<file path="config.mk">
export PLATFORM = sky130hd
export DESIGN_NAME = running_mean_sigma_min_max_unit
export DESIGN_NICKNAME = d
export VERILOG_FILES = /design/src/rtl/rmsmm_pkg.sv /design/src/rtl/rmsmm_ctrl.sv /design/src/rtl/rmsmm_dp.sv /design/src/rtl/running_mean_sigma_min_max_unit.sv
export VERILOG_INCLUDE_DIRS = /design/src /design/src/rtl
export SDC_FILE = /design/constraint.sdc
export NUM_CORES = 2
export LEC_CHECK = 0
export BUFFER_PORTS_ARGS = -buffer_cell sky130_fd_sc_hd__buf_2
export CAP_MARGIN = 20
export CORE_UTILIZATION = 43
export CTS_BUF_LIST = sky130_fd_sc_hd__clkbuf_8
export DETAILED_ROUTE_END_ITERATION = 10
export HOLD_SLACK_MARGIN = 0.1
export PLACE_DENSITY = 0.65
export REMOVE_ABC_BUFFERS = 1
export SLEW_MARGIN = 20
export SYNTH_ARGS = -nofsm -noshare
export SYNTH_HDL_FRONTEND = slang
export SYNTH_SLANG_ARGS = --single-unit
</file>
<file path="constraint.sdc">
create_clock -name i_clk -period 9.4 [get_ports i_clk]
set_input_delay 0 -clock i_clk [delete_from_list [all_inputs] [get_ports i_clk]]
set_output_delay 0 -clock i_clk [all_outputs]
set_load 0.03 [all_outputs]
</file>
<file path="src/rtl/running_mean_sigma_min_max_unit_macros.svh">
// ----------------------------------------------------------------------------
// Assertion macros for the running statistics unit
// Clocked on i_clk, disabled while i_rst_n is low.
// ----------------------------------------------------------------------------
`ifndef RUNNING_MEAN_SIGMA_MIN_MAX_UNIT_MACROS_SVH
`define RUNNING_MEAN_SIGMA_MIN_MAX_UNIT_MACROS_SVH
`ifndef SYNTHESIS
`define RMSMM_ASSERT_NOW(lbl, ante, cons) \
    lbl: assert property (@(posedge i_clk) disable iff (!i_rst_n) (ante) |-> (cons)) \
        else $error("assertion failed");
`define RMSMM_ASSERT_NEXT(lbl, ante, cons) \
    lbl: assert property (@(posedge i_clk) disable iff (!i_rst_n) (ante) |=> (cons)) \
        else $error("assertion failed");
`else
`define RMSMM_ASSERT_NOW(lbl, ante, cons)
`define RMSMM_ASSERT_NEXT(lbl, ante, cons)
`endif
`endif

</file>
<file path="src/rtl/rmsmm_pkg.sv">
// ----------------------------------------------------------------------------
// rmsmm_pkg
// Types and constants shared by the running statistics unit.
// ----------------------------------------------------------------------------
package rmsmm_pkg;

    localparam logic [1:0] OP_STORE    = 2'd0;
    localparam logic [1:0] OP_REPORT   = 2'd1;
    localparam logic [1:0] OP_CLEAR    = 2'd2;
    localparam logic [1:0] OP_RESERVED = 2'd3;

    localparam logic [20:0] MAX_COUNT  = 21'd1048576;

    localparam logic [6:0] MULA_LEN = 7'd21;
    localparam logic [6:0] MULB_LEN = 7'd36;
    localparam logic [6:0] DIVV_LEN = 7'd72;
    localparam logic [6:0] SQRT_LEN = 7'd36;

    typedef struct packed {
        logic [1:0]         operation;
        logic signed [15:0] sample;
    } t_in_word;

    typedef struct packed {
        logic [20:0]        sample_count;
        logic signed [35:0] total;
        logic [50:0]        total_squares;
        logic signed [15:0] smallest;
        logic signed [15:0] largest;
        logic signed [15:0] mean_value;
        logic [15:0]        std_dev;
        logic               empty_flag;
        logic               too_few_flag;
        logic               overflow_flag;
    } t_out_word;

    typedef enum logic [3:0] {
        PH_IDLE, PH_STORE, PH_CLEAR, PH_LDA, PH_MULA, PH_LDB, PH_MULB,
        PH_LDD, PH_DIVV, PH_LDS, PH_SQRT, PH_OUT
    } t_phase;

    typedef struct packed {
        t_phase phase;
        logic   busy;
        logic   valid;
    } t_ctrl_cmd;

endpackage

</file>
<file path="src/rtl/rmsmm_ctrl.sv">
// ----------------------------------------------------------------------------
// rmsmm_ctrl
// Sequencer: store/clear issued straight from idle, multi-phase report computation.
// ----------------------------------------------------------------------------
module rmsmm_ctrl (
    input  logic                i_clk,
    input  logic                i_rst_n,
    input  logic                i_start,
    input  logic [1:0]          i_operation,
    output rmsmm_pkg::t_ctrl_cmd o_cmd
);
    import rmsmm_pkg::*;

    t_phase     r_state, n_state;
    logic [6:0] r_cnt, n_cnt;

    always_ff @(posedge i_clk) begin
        if (!i_rst_n) begin
            r_state <= PH_IDLE;
            r_cnt   <= '0;
        end else begin
            r_state <= n_state;
            r_cnt   <= n_cnt;
        end
    end

    always_comb begin
        n_state     = r_state;
        n_cnt       = r_cnt;
        o_cmd.phase = r_state;
        o_cmd.busy  = (r_state != PH_IDLE);
        o_cmd.valid = (r_state == PH_OUT);
        unique case (r_state)
            PH_IDLE: begin
                if (i_start) begin
                    priority if (i_operation == OP_STORE) o_cmd.phase = PH_STORE;
                    else if (i_operation == OP_CLEAR) o_cmd.phase = PH_CLEAR;
                    else if (i_operation == OP_REPORT) n_state = PH_LDA;
                    else o_cmd.phase = PH_IDLE;
                end
            end
            PH_LDA:  n_state = PH_MULA;
            PH_MULA: begin
                n_cnt = r_cnt + 7'd1;
                if (r_cnt == MULA_LEN - 7'd1) begin
                    n_cnt   = '0;
                    n_state = PH_LDB;
                end
            end
            PH_LDB:  n_state = PH_MULB;
            PH_MULB: begin
                n_cnt = r_cnt + 7'd1;
                if (r_cnt == MULB_LEN - 7'd1) begin
                    n_cnt   = '0;
                    n_state = PH_LDD;
                end
            end
            PH_LDD:  n_state = PH_DIVV;
            PH_DIVV: begin
                n_cnt = r_cnt + 7'd1;
                if (r_cnt == DIVV_LEN - 7'd1) begin
                    n_cnt   = '0;
                    n_state = PH_LDS;
                end
            end
            PH_LDS:  n_state = PH_SQRT;
            PH_SQRT: begin
                n_cnt = r_cnt + 7'd1;
                if (r_cnt == SQRT_LEN - 7'd1) begin
                    n_cnt   = '0;
                    n_state = PH_OUT;
                end
            end
            PH_OUT:  n_state = PH_IDLE;
            default: n_state = PH_IDLE;
        endcase
    end

endmodule

</file>
<file path="src/rtl/rmsmm_dp.sv">
// ----------------------------------------------------------------------------
// rmsmm_dp
// Accumulators plus shift-add multiplier, restoring dividers and root unit.
// ----------------------------------------------------------------------------
module rmsmm_dp (
    input  logic                 i_clk,
    input  logic                 i_rst_n,
    input  rmsmm_pkg::t_ctrl_cmd i_cmd,
    input  rmsmm_pkg::t_in_word  i_item,
    output rmsmm_pkg::t_out_word o_result
);
    import rmsmm_pkg::*;

    logic [20:0]        r_count;
    logic signed [35:0] r_sum;
    logic [50:0]        r_sumsq;
    logic signed [15:0] r_min, r_max;
    logic               r_drop;

    logic [71:0] r_acc, r_mpd, r_prod_a;
    logic [35:0] r_mpr;
    logic [35:0] r_mq;
    logic [21:0] r_mr;
    logic [71:0] r_vq;
    logic [42:0] r_vr;
    logic [41:0] r_den;
    logic [71:0] r_rad;
    logic [35:0] r_root;
    logic [37:0] r_srem;

    logic signed [31:0] sq;
    logic [35:0]        mag;
    logic [72:0]        diff;
    logic [21:0]        m_try;
    logic [42:0]        v_try;
    logic [37:0]        s_try, s_trial;
    logic [15:0]        mean_mag;
    logic               empty, few;

    assign sq      = i_item.sample * i_item.sample;
    assign mag     = r_sum[35] ? 36'(-r_sum) : 36'(r_sum);
    assign diff    = {1'b0, r_prod_a} - {1'b0, r_acc};
    assign m_try   = {r_mr[20:0], r_mq[35]};
    assign v_try   = {r_vr[41:0], r_vq[71]};
    assign s_try   = {r_srem[35:0], r_rad[71:70]};
    assign s_trial = {r_root, 2'b01};

    // statistics registers
    always_ff @(posedge i_clk) begin
        if (!i_rst_n) begin
            r_count <= '0;
            r_sum   <= '0;
            r_sumsq <= '0;
            r_drop  <= 1'b0;
        end else if (i_cmd.phase == PH_CLEAR) begin
            r_count <= '0;
            r_sum   <= '0;
            r_sumsq <= '0;
            r_drop  <= 1'b0;
        end else if (i_cmd.phase == PH_STORE) begin
            if (r_count >= MAX_COUNT) begin
                r_drop <= 1'b1;
            end else begin
                r_count <= r_count + 21'd1;
                r_sum   <= r_sum + 36'(i_item.sample);
                r_sumsq <= r_sumsq + {19'b0, sq};
            end
        end
    end

    always_ff @(posedge i_clk) begin
        if (i_cmd.phase == PH_STORE && r_count < MAX_COUNT) begin
            if (r_count == '0 || i_item.sample < r_min) r_min <= i_item.sample;
            if (r_count == '0 || i_item.sample > r_max) r_max <= i_item.sample;
        end
    end

    // report arithmetic
    always_ff @(posedge i_clk) begin
        unique case (i_cmd.phase)
            PH_LDA: begin
                r_acc <= '0;
                r_mpd <= {21'b0, r_sumsq};
                r_mpr <= {15'b0, r_count};
            end
            PH_MULA, PH_MULB: begin
                if (r_mpr[0]) r_acc <= r_acc + r_mpd;
                r_mpd <= {r_mpd[70:0], 1'b0};
                r_mpr <= {1'b0, r_mpr[35:1]};
                if (i_cmd.phase == PH_MULB) begin
                    if (m_try >= {1'b0, r_count}) begin
                        r_mr <= m_try - {1'b0, r_count};
                        r_mq <= {r_mq[34:0], 1'b1};
                    end else begin
                        r_mr <= m_try;
                        r_mq <= {r_mq[34:0], 1'b0};
                    end
                end
            end
            PH_LDB: begin
                r_prod_a <= r_acc;
                r_acc    <= '0;
                r_mpd    <= {36'b0, mag};
                r_mpr    <= mag;
                r_mq     <= mag;
                r_mr     <= '0;
            end
            PH_LDD: begin
                r_vq  <= diff[72] ? '0 : diff[71:0];
                r_vr  <= '0;
                r_den <= r_count * (r_count - 21'd1);
            end
            PH_DIVV: begin
                if (v_try >= {1'b0, r_den}) begin
                    r_vr <= v_try - {1'b0, r_den};
                    r_vq <= {r_vq[70:0], 1'b1};
                end else begin
                    r_vr <= v_try;
                    r_vq <= {r_vq[70:0], 1'b0};
                end
            end
            PH_LDS: begin
                r_rad  <= r_vq;
                r_root <= '0;
                r_srem <= '0;
            end
            PH_SQRT: begin
                r_rad <= {r_rad[69:0], 2'b00};
                if (s_try >= s_trial) begin
                    r_srem <= s_try - s_trial;
                    r_root <= {r_root[34:0], 1'b1};
                end else begin
                    r_srem <= s_try;
                    r_root <= {r_root[34:0], 1'b0};
                end
            end
            default: ;
        endcase
    end

    assign empty    = (r_count == '0);
    assign few      = (r_count <= 21'd2);
    assign mean_mag = r_mq[15:0];

    always_comb begin
        o_result.sample_count  = r_count;
        o_result.total         = r_sum;
        o_result.total_squares = r_sumsq;
        o_result.smallest      = empty ? '0 : r_min;
        o_result.largest       = empty ? '0 : r_max;
        o_result.mean_value    = empty ? '0 :
                                 (r_sum[35] ? 16'(-mean_mag) : mean_mag);
        o_result.std_dev       = few ? '0 :
                                 ((r_root[35:16] != '0) ? 16'hFFFF : r_root[15:0]);
        o_result.empty_flag    = empty;
        o_result.too_few_flag  = few;
        o_result.overflow_flag = r_drop;
    end

endmodule

</file>
<file path="src/rtl/running_mean_sigma_min_max_unit.sv">
// ----------------------------------------------------------------------------
// running_mean_sigma_min_max_unit
// Running count, sum, sum of squares, min, max, mean and sample sigma.
// ----------------------------------------------------------------------------
// Store, clear and unused codes are handled straight from idle and o_busy
// stays low, so a sample can be accepted every cycle while no report runs.
// A report holds o_busy through a 21-step shift-add for n*sumsq, a 36-step
// shift-add for sum^2 (the mean divide runs alongside), a 72-step restoring
// divide and a 36-step root. The result word is shown for exactly one cycle
// with o_valid; the receiver must take it then.
module running_mean_sigma_min_max_unit (
    input  logic                 i_clk,
    input  logic                 i_rst_n,
    input  logic                 i_start,
    input  rmsmm_pkg::t_in_word  i_item,
    output logic                 o_busy,
    output logic                 o_valid,
    output rmsmm_pkg::t_out_word o_result
);
    import rmsmm_pkg::*;
`include "running_mean_sigma_min_max_unit_macros.svh"

    t_ctrl_cmd cmd;

    rmsmm_ctrl u_ctrl (
        .i_clk       (i_clk),
        .i_rst_n     (i_rst_n),
        .i_start     (i_start),
        .i_operation (i_item.operation),
        .o_cmd       (cmd)
    );

    rmsmm_dp u_dp (
        .i_clk    (i_clk),
        .i_rst_n  (i_rst_n),
        .i_cmd    (cmd),
        .i_item   (i_item),
        .o_result (o_result)
    );

    assign o_busy  = cmd.busy;
    assign o_valid = cmd.valid;

    `RMSMM_ASSERT_NOW(a_valid_busy, o_valid, o_busy)
    `RMSMM_ASSERT_NEXT(a_report_busy, i_start && !o_busy && i_item.operation == OP_REPORT, o_busy)
    `RMSMM_ASSERT_NEXT(a_done_idle, o_valid, !o_busy && !o_valid)

endmodule
</file>
* Word-level counts from Yosys, hierarchy flattened *
Index checks and enable logic that the tools add are counted.

operators by class
  add/sub/neg operators = 12
  multipliers = 2
  magnitude comparators = 8
  equal/unequal tests = 34
  multiplexer cells = 45
  bitwise gates (word level) = 2
  reduce and logical (&&, ||, !) cells = 25

operator list
  cell                                                                   count
  72-bit case mux with 2 select lines                                    3
  36-bit case mux with 2 select lines                                    3
  72-bit case mux with 3 select lines                                    1
  72-bit 2-to-1 mux                                                      2
  36-bit 2-to-1 mux                                                      3
  36-bit case mux with 3 select lines                                    1
  16-bit 2-to-1 mux                                                      6
  42-bit case mux with 2 select lines                                    1
  72-bit by 72-bit subtractor with 73-bit output                         1
  72-bit adder                                                           1
  4-bit 2-to-1 mux                                                       13
  51-bit by 32-bit adder with 51-bit output                              1
  43-bit by 42-bit greater-or-equal comparator with 1-bit output         1
  21-bit by 42-bit multiplier with 42-bit output                         1
  21-bit 2-to-1 mux                                                      2
  42-bit 2-to-1 mux                                                      1
  21-bit case mux with 2 select lines                                    1
  42-bit subtractor                                                      1
  38-bit greater-or-equal comparator                                     1
  36-bit by 16-bit adder with 36-bit output                              1
  36-bit negation                                                        1
  4-bit case mux with 9 select lines                                     1
  36-bit subtractor                                                      1
  4-bit by 3-bit equality test with 1-bit output, second input constant  8
  38 further kinds                                                       72

storage, ports and cells
  register bits = 761
  input port bits = 21
  output and inout bits = 177
  logic and storage cells = 148

* Depth between registers and ports, before layout *
  depth in word-level cells = 10
  mapped depth = 37
  depth with buffers taken out = 36

* By module *
From an unflattened synthesis, not the netlist that was laid out.

second synthesis, totals
  cell total of the unflattened synthesis = 7,857
  area, all modules = 73,080.1 um^2

modules (own cells, without submodules)
  module      instances  cells an instance  area each (um^2)  sequential area each (um^2)
  rmsmm_dp    1          7,753              72,284.3          21,400.5
  rmsmm_ctrl  1          104                795.8             220.2

* Worst setup path after synthesis *
Ideal clock, no wire load.

  kind = reg2reg
  start point = reg u_dp.r_count[1]
  end point = reg u_dp.r_den[30] (data pin)
  library setup time = 0.258 ns
  arrival = 8.464 ns
  data required time = 9.142 ns
  setup slack = 0.678 ns
  stages on the path, launching flop included = 32
  path buffers = 3
  clock period less this slack = 8.722 ns
  cell sequence = dfxtp_1 > clkbuf_1 > inv_1 > clkbuf_1 > ha_1 > nand3_1 > or3_1 > ha_1 > clkbuf_1 > nor2_1 > fa_1 > fa_1 > inv_1 > fa_1 > inv_1 > fa_1 > fa_1 > fa_1 > inv_1 > fa_1 > inv_1 > ha_1 > a21o_1 > a21o_1 > a2111oi_0 > o21ai_0 > a211o_1 > and2_1 > a21boi_0 > o21ai_0 > a21oi_1 > xnor2_1

between the ends
  cells in the longest elaborated chain, start to end = 2

RTL lines
  what                                              line             text
  from (decl)                                       rmsmm_dp.sv:14   logic [20:0] r_count;
  from (signal assigned)                            rmsmm_dp.sv:64   r_count <= r_count + 21'd1;
  21-bit by 1-bit subtractor with 22-bit output     rmsmm_dp.sv:111  r_den <= r_count * (r_count - 21'd1);
  21-bit by 42-bit multiplier with 42-bit output *  rmsmm_dp.sv:111
  to (signal assigned)                              rmsmm_dp.sv:111
  to (decl)                                         rmsmm_dp.sv:26   logic [41:0] r_den;

Mark *: on every way between the ends. The rest lies on a longest branch, timed or not.
A chain may end at the register's enable or synchronous reset.

* Final worst setup path *
  start point = reg u_dp.r_count[2]
  end point = reg u_dp.r_den[41] (data pin)

Same word-level chain as after synthesis.

==> impl_metrics.py <==
metrics = {
    "placement": {
        "pre_cts_ws_ps": 202,
        "place_inst": 10438,
        "port_buffers": 197,
        "gp_congestion": 0.965,
        "hpwlAfterDp_mm": 164,
        "placed_area_sq_um": 78200,
    },
    "global_routing": {
        "antenna_found_initial": 4,
        "gr-usage-met2": 0.393,
        "grt_max_degree": 97,
        "gr-total-overflow": 0,
        "grt_pass1_wl_mm": 332,
        "top_usage_layer": "met2",
        "grt_usage": 0.242,
        "met1_usage": 0.320,
        "met3_usage": 0.0485,
        "grt_pass1_vias": 59032,
    },
    "die": {
        "die_h_um": 418,
        "row_count": 152,
        "die_x_um": 418,
        "coreArea_sq_um": 172000,
        "pin_count": 198,
        "dieArea_sq_um": 175000,
        "floorplan.initialDensity": 0.434,
    },
    "timing": {
        "setup_tns_ps": 0,
        "max_freq_mhz": 113,
        "grt_setup_unrepaired": "false",
        "hold-worst-slack_ps": 188,
        "hold_violations": 0,
        "fin_crit_ps": 8860,
        "worst_slack_ps": 538,
        "setup_viol": 0,
        "period_share": 0.943,
        "timing.slew.headroom": 0.311,
        "tightest_slew_ps": 1030,
        "drv_slew": 0,
        "skew_ps": 63.7,
    },
    "logic_synthesis": {
        "synth_edf_count": 640,
        "synth_ff_type": "edfxtp_1",
        "synth_top_area_cell": "edfxtp_1",
        "yosysWarnings": 0,
        "yosys.cell_types.count": 89,
        "ys_seq_elements": 760,
        "synth_cells": 8116,
        "synth_area_per_cell_sq_um": 9.17,
        "synth_top_area_share": 0.258,
        "synthTopCellsByArea": "edfxtp_1, fa_1, ha_1",
        "syn_area_sq_um": 74500,
        "synthArstFlopShare": 0,
        "synth_sequential_area_ratio": 0.290,
    },
    "cells_and_area": {
        "drive_gt1_frac": 0.0686,
        "fin_area_sq_um": 81300,
        "area_delta_synth_final_pct": 9.15,
        "fin_cells": 10725,
        "final_nets": 9579,
        "fin_util": 0.473,
        "fill_cells": 16384,
    },
    "critical_path": {
        "cpPeakStageDelay_ps": 600,
        "end_kind": "flip-flop",
        "crit_fanout": 5,
        "cpMaxStageDelayCell": "o31ai_2",
        "critical_path_class": "flip-flop to flip-flop",
        "startpoint_type": "flip-flop",
        "cpMostUsedCell": "fa_1",
        "required_ps": 10000,
        "critPathBufInv": 5,
        "arrival_ps": 9460,
        "crit_family": "adder cells",
    },
    "pwr": {
        "p_total_mw": 24.1,
        "p_leak_nw": 37.4,
        "powerDensity_nw_per_um2": 296,
        "ir_drop_uv": 590,
    },
    "routing": {
        "firstDrtPassIters": 7,
        "ant_nets": 0,
        "post_drt_wl_per_cell_um": 19.6,
        "drt_wl_total_mm": 210,
        "viasPerCell": 5.45,
        "drcViolationCount": 0,
        "drt_iter0_drc": 4220,
        "num_vias": 58433,
    },
    "clocking": {
        "clock_latency_ps": 870,
        "clock-sinks": 760,
        "cts-root-buf": "clkbuf_8",
        "cts_buffers": 142,
        "path_clk_slew_ps": 60,
        "cts_tree": "done",
        "clock_path_buffers": 3,
        "cts_setup_buffers": 0,
        "htree_levels": 4,
    },
    "min_path": {
        "min_path_type": "input port to flip-flop",
    },
    "job": {
        "max_cap_violations": 0,
    },
    "run_status": {
        "status": "finished clean",
    },
}
synthesized netlist by cell type, types with 17 or more instances:
library cell,number
a211o_1,18
a211oi_1,59
a21boi_0,17
a21o_1,228
a21oi_1,474
a221o_1,25
a31oi_1,53
and2_1,86
and3_1,53
buf_1,27
clkbuf_1,302
dfxtp_1,120
edfxtp_1,640
fa_1,709
ha_1,552
inv_1,1148
mux2i_1,42
nand2_1,816
nand2b_1,246
nand3_1,126
nand4_1,76
nor2_1,811
nor2b_1,63
nor3_1,79
nor4_1,28
o211ai_1,27
o21a_1,92
o21ai_0,322
o21bai_1,38
o22ai_1,17
o31ai_1,82
o41ai_1,20
or2_2,22
or3_1,32
xnor2_1,247
xor2_1,180
cells by family (layout without fill, tap and decap cells):
logic type,count (synthesis),count (layout),synth area share
AO/OA/AOI/OAI,1614,1614,0.139
other,2,41,0.000101
multiplexers,46,46,0.00625
AND/OR/NAND/NOR,2509,2509,0.155
buffers and inverters,1497,1757,0.0757
XOR/XNOR,427,427,0.0502
adder cells (fa/ha/maj),1261,1261,0.283
flip-flops,760,760,0.290
placed cells by master (no fill, tap or decap), types with 42 or more instances in the layout:
cell type,instances
inv_1,1193
nand2_1,814
nor2_1,806
fa_1,709
edfxtp_1,640
ha_1,552
a21oi_1,473
o21ai_0,321
xnor2_1,247
nand2b_1,245
a21o_1,228
buf_2,197
xor2_1,180
clkbuf_8,147
nand3_1,126
dfxtp_1,119
buf_4,114
o21a_1,92
and2_1,84
o31ai_1,81
nor3_1,78
nand4_1,76
nor2b_1,62
a211oi_1,59
a31oi_1,52
and3_1,52
mux2i_1,42
worst paths after layout:
path / depth (start not counted) / startpoint / slack (ps) / endpoint
setup / recovery: 29 / u_dp.r_count[2] / 540 / u_dp.r_den[41]
hold / removal: 3 / i_rst_n / 190 / u_ctrl.r_state[3]
setup reg to reg: 29 / u_dp.r_count[2] / 540 / u_dp.r_den[41]
hold reg to reg: 2 / u_dp.r_rad[26] / 480 / u_dp.r_rad[28]
cell type report:
class	instances	area, sq um	share of cell area
Tap cell	2310	2890	0.0356
Antenna cell	2	5.00	0.0000616
Clock buffer	147	2020	0.0249
Timing Repair Buffer	336	2090	0.0257
Multi-Input combinational cell	5896	47500	0.584
Sequential cell	760	21600	0.266
Clock inverter	113	802	0.00987
Inverter	1161	4360	0.0536
routing by layer:
layer  vias to the layer above  wire length (um)  part of all wire
li1                      27544                 -                 -
met1                     28735             90800              0.43
met2                      1781             97000              0.46
met3                       369             15000             0.071
met4                         4              7580             0.036
met5                         -                21           0.00010
registers in the layout, indices dropped and copies added (netlist names):
name,cells
u_dp.r_acc,72
u_dp.r_mpd,72
u_dp.r_prod_a,72
u_dp.r_rad,72
u_dp.r_vq,72
u_dp.r_sumsq,51
u_dp.r_vr,42
u_dp.r_den,41
u_dp.r_mpr,36
u_dp.r_mq,36
u_dp.r_root,36
u_dp.r_srem,36
u_dp.r_sum,36
u_dp.r_count,21
u_dp.r_mr,21
u_dp.r_max,16
u_dp.r_min,16
u_ctrl.r_cnt,7
u_ctrl.r_state,4
u_dp.r_drop,1
power by group:
group          switching, mW  total, mW  internal (mW)  leakage [nW]
Combinational           9.89       16.8           6.91          29.1
Sequential            0.0621       4.02           3.96          6.72
Clock                   1.54       3.27           1.72          1.58
Total                   11.5       24.1           12.6          37.4
tightest hold or removal path, delay by kind of cell:
kind	cells	cell delay (ps)
buf+inv	2	850
compound gates	1	120
timing repair:
action	in CTS	in global routing
hold endpoints to repair	92	0
resized for setup	0	3
endpoints found under the setup margin	0	4
hold buffers	25	0
(Power assumes the default switching activity.)
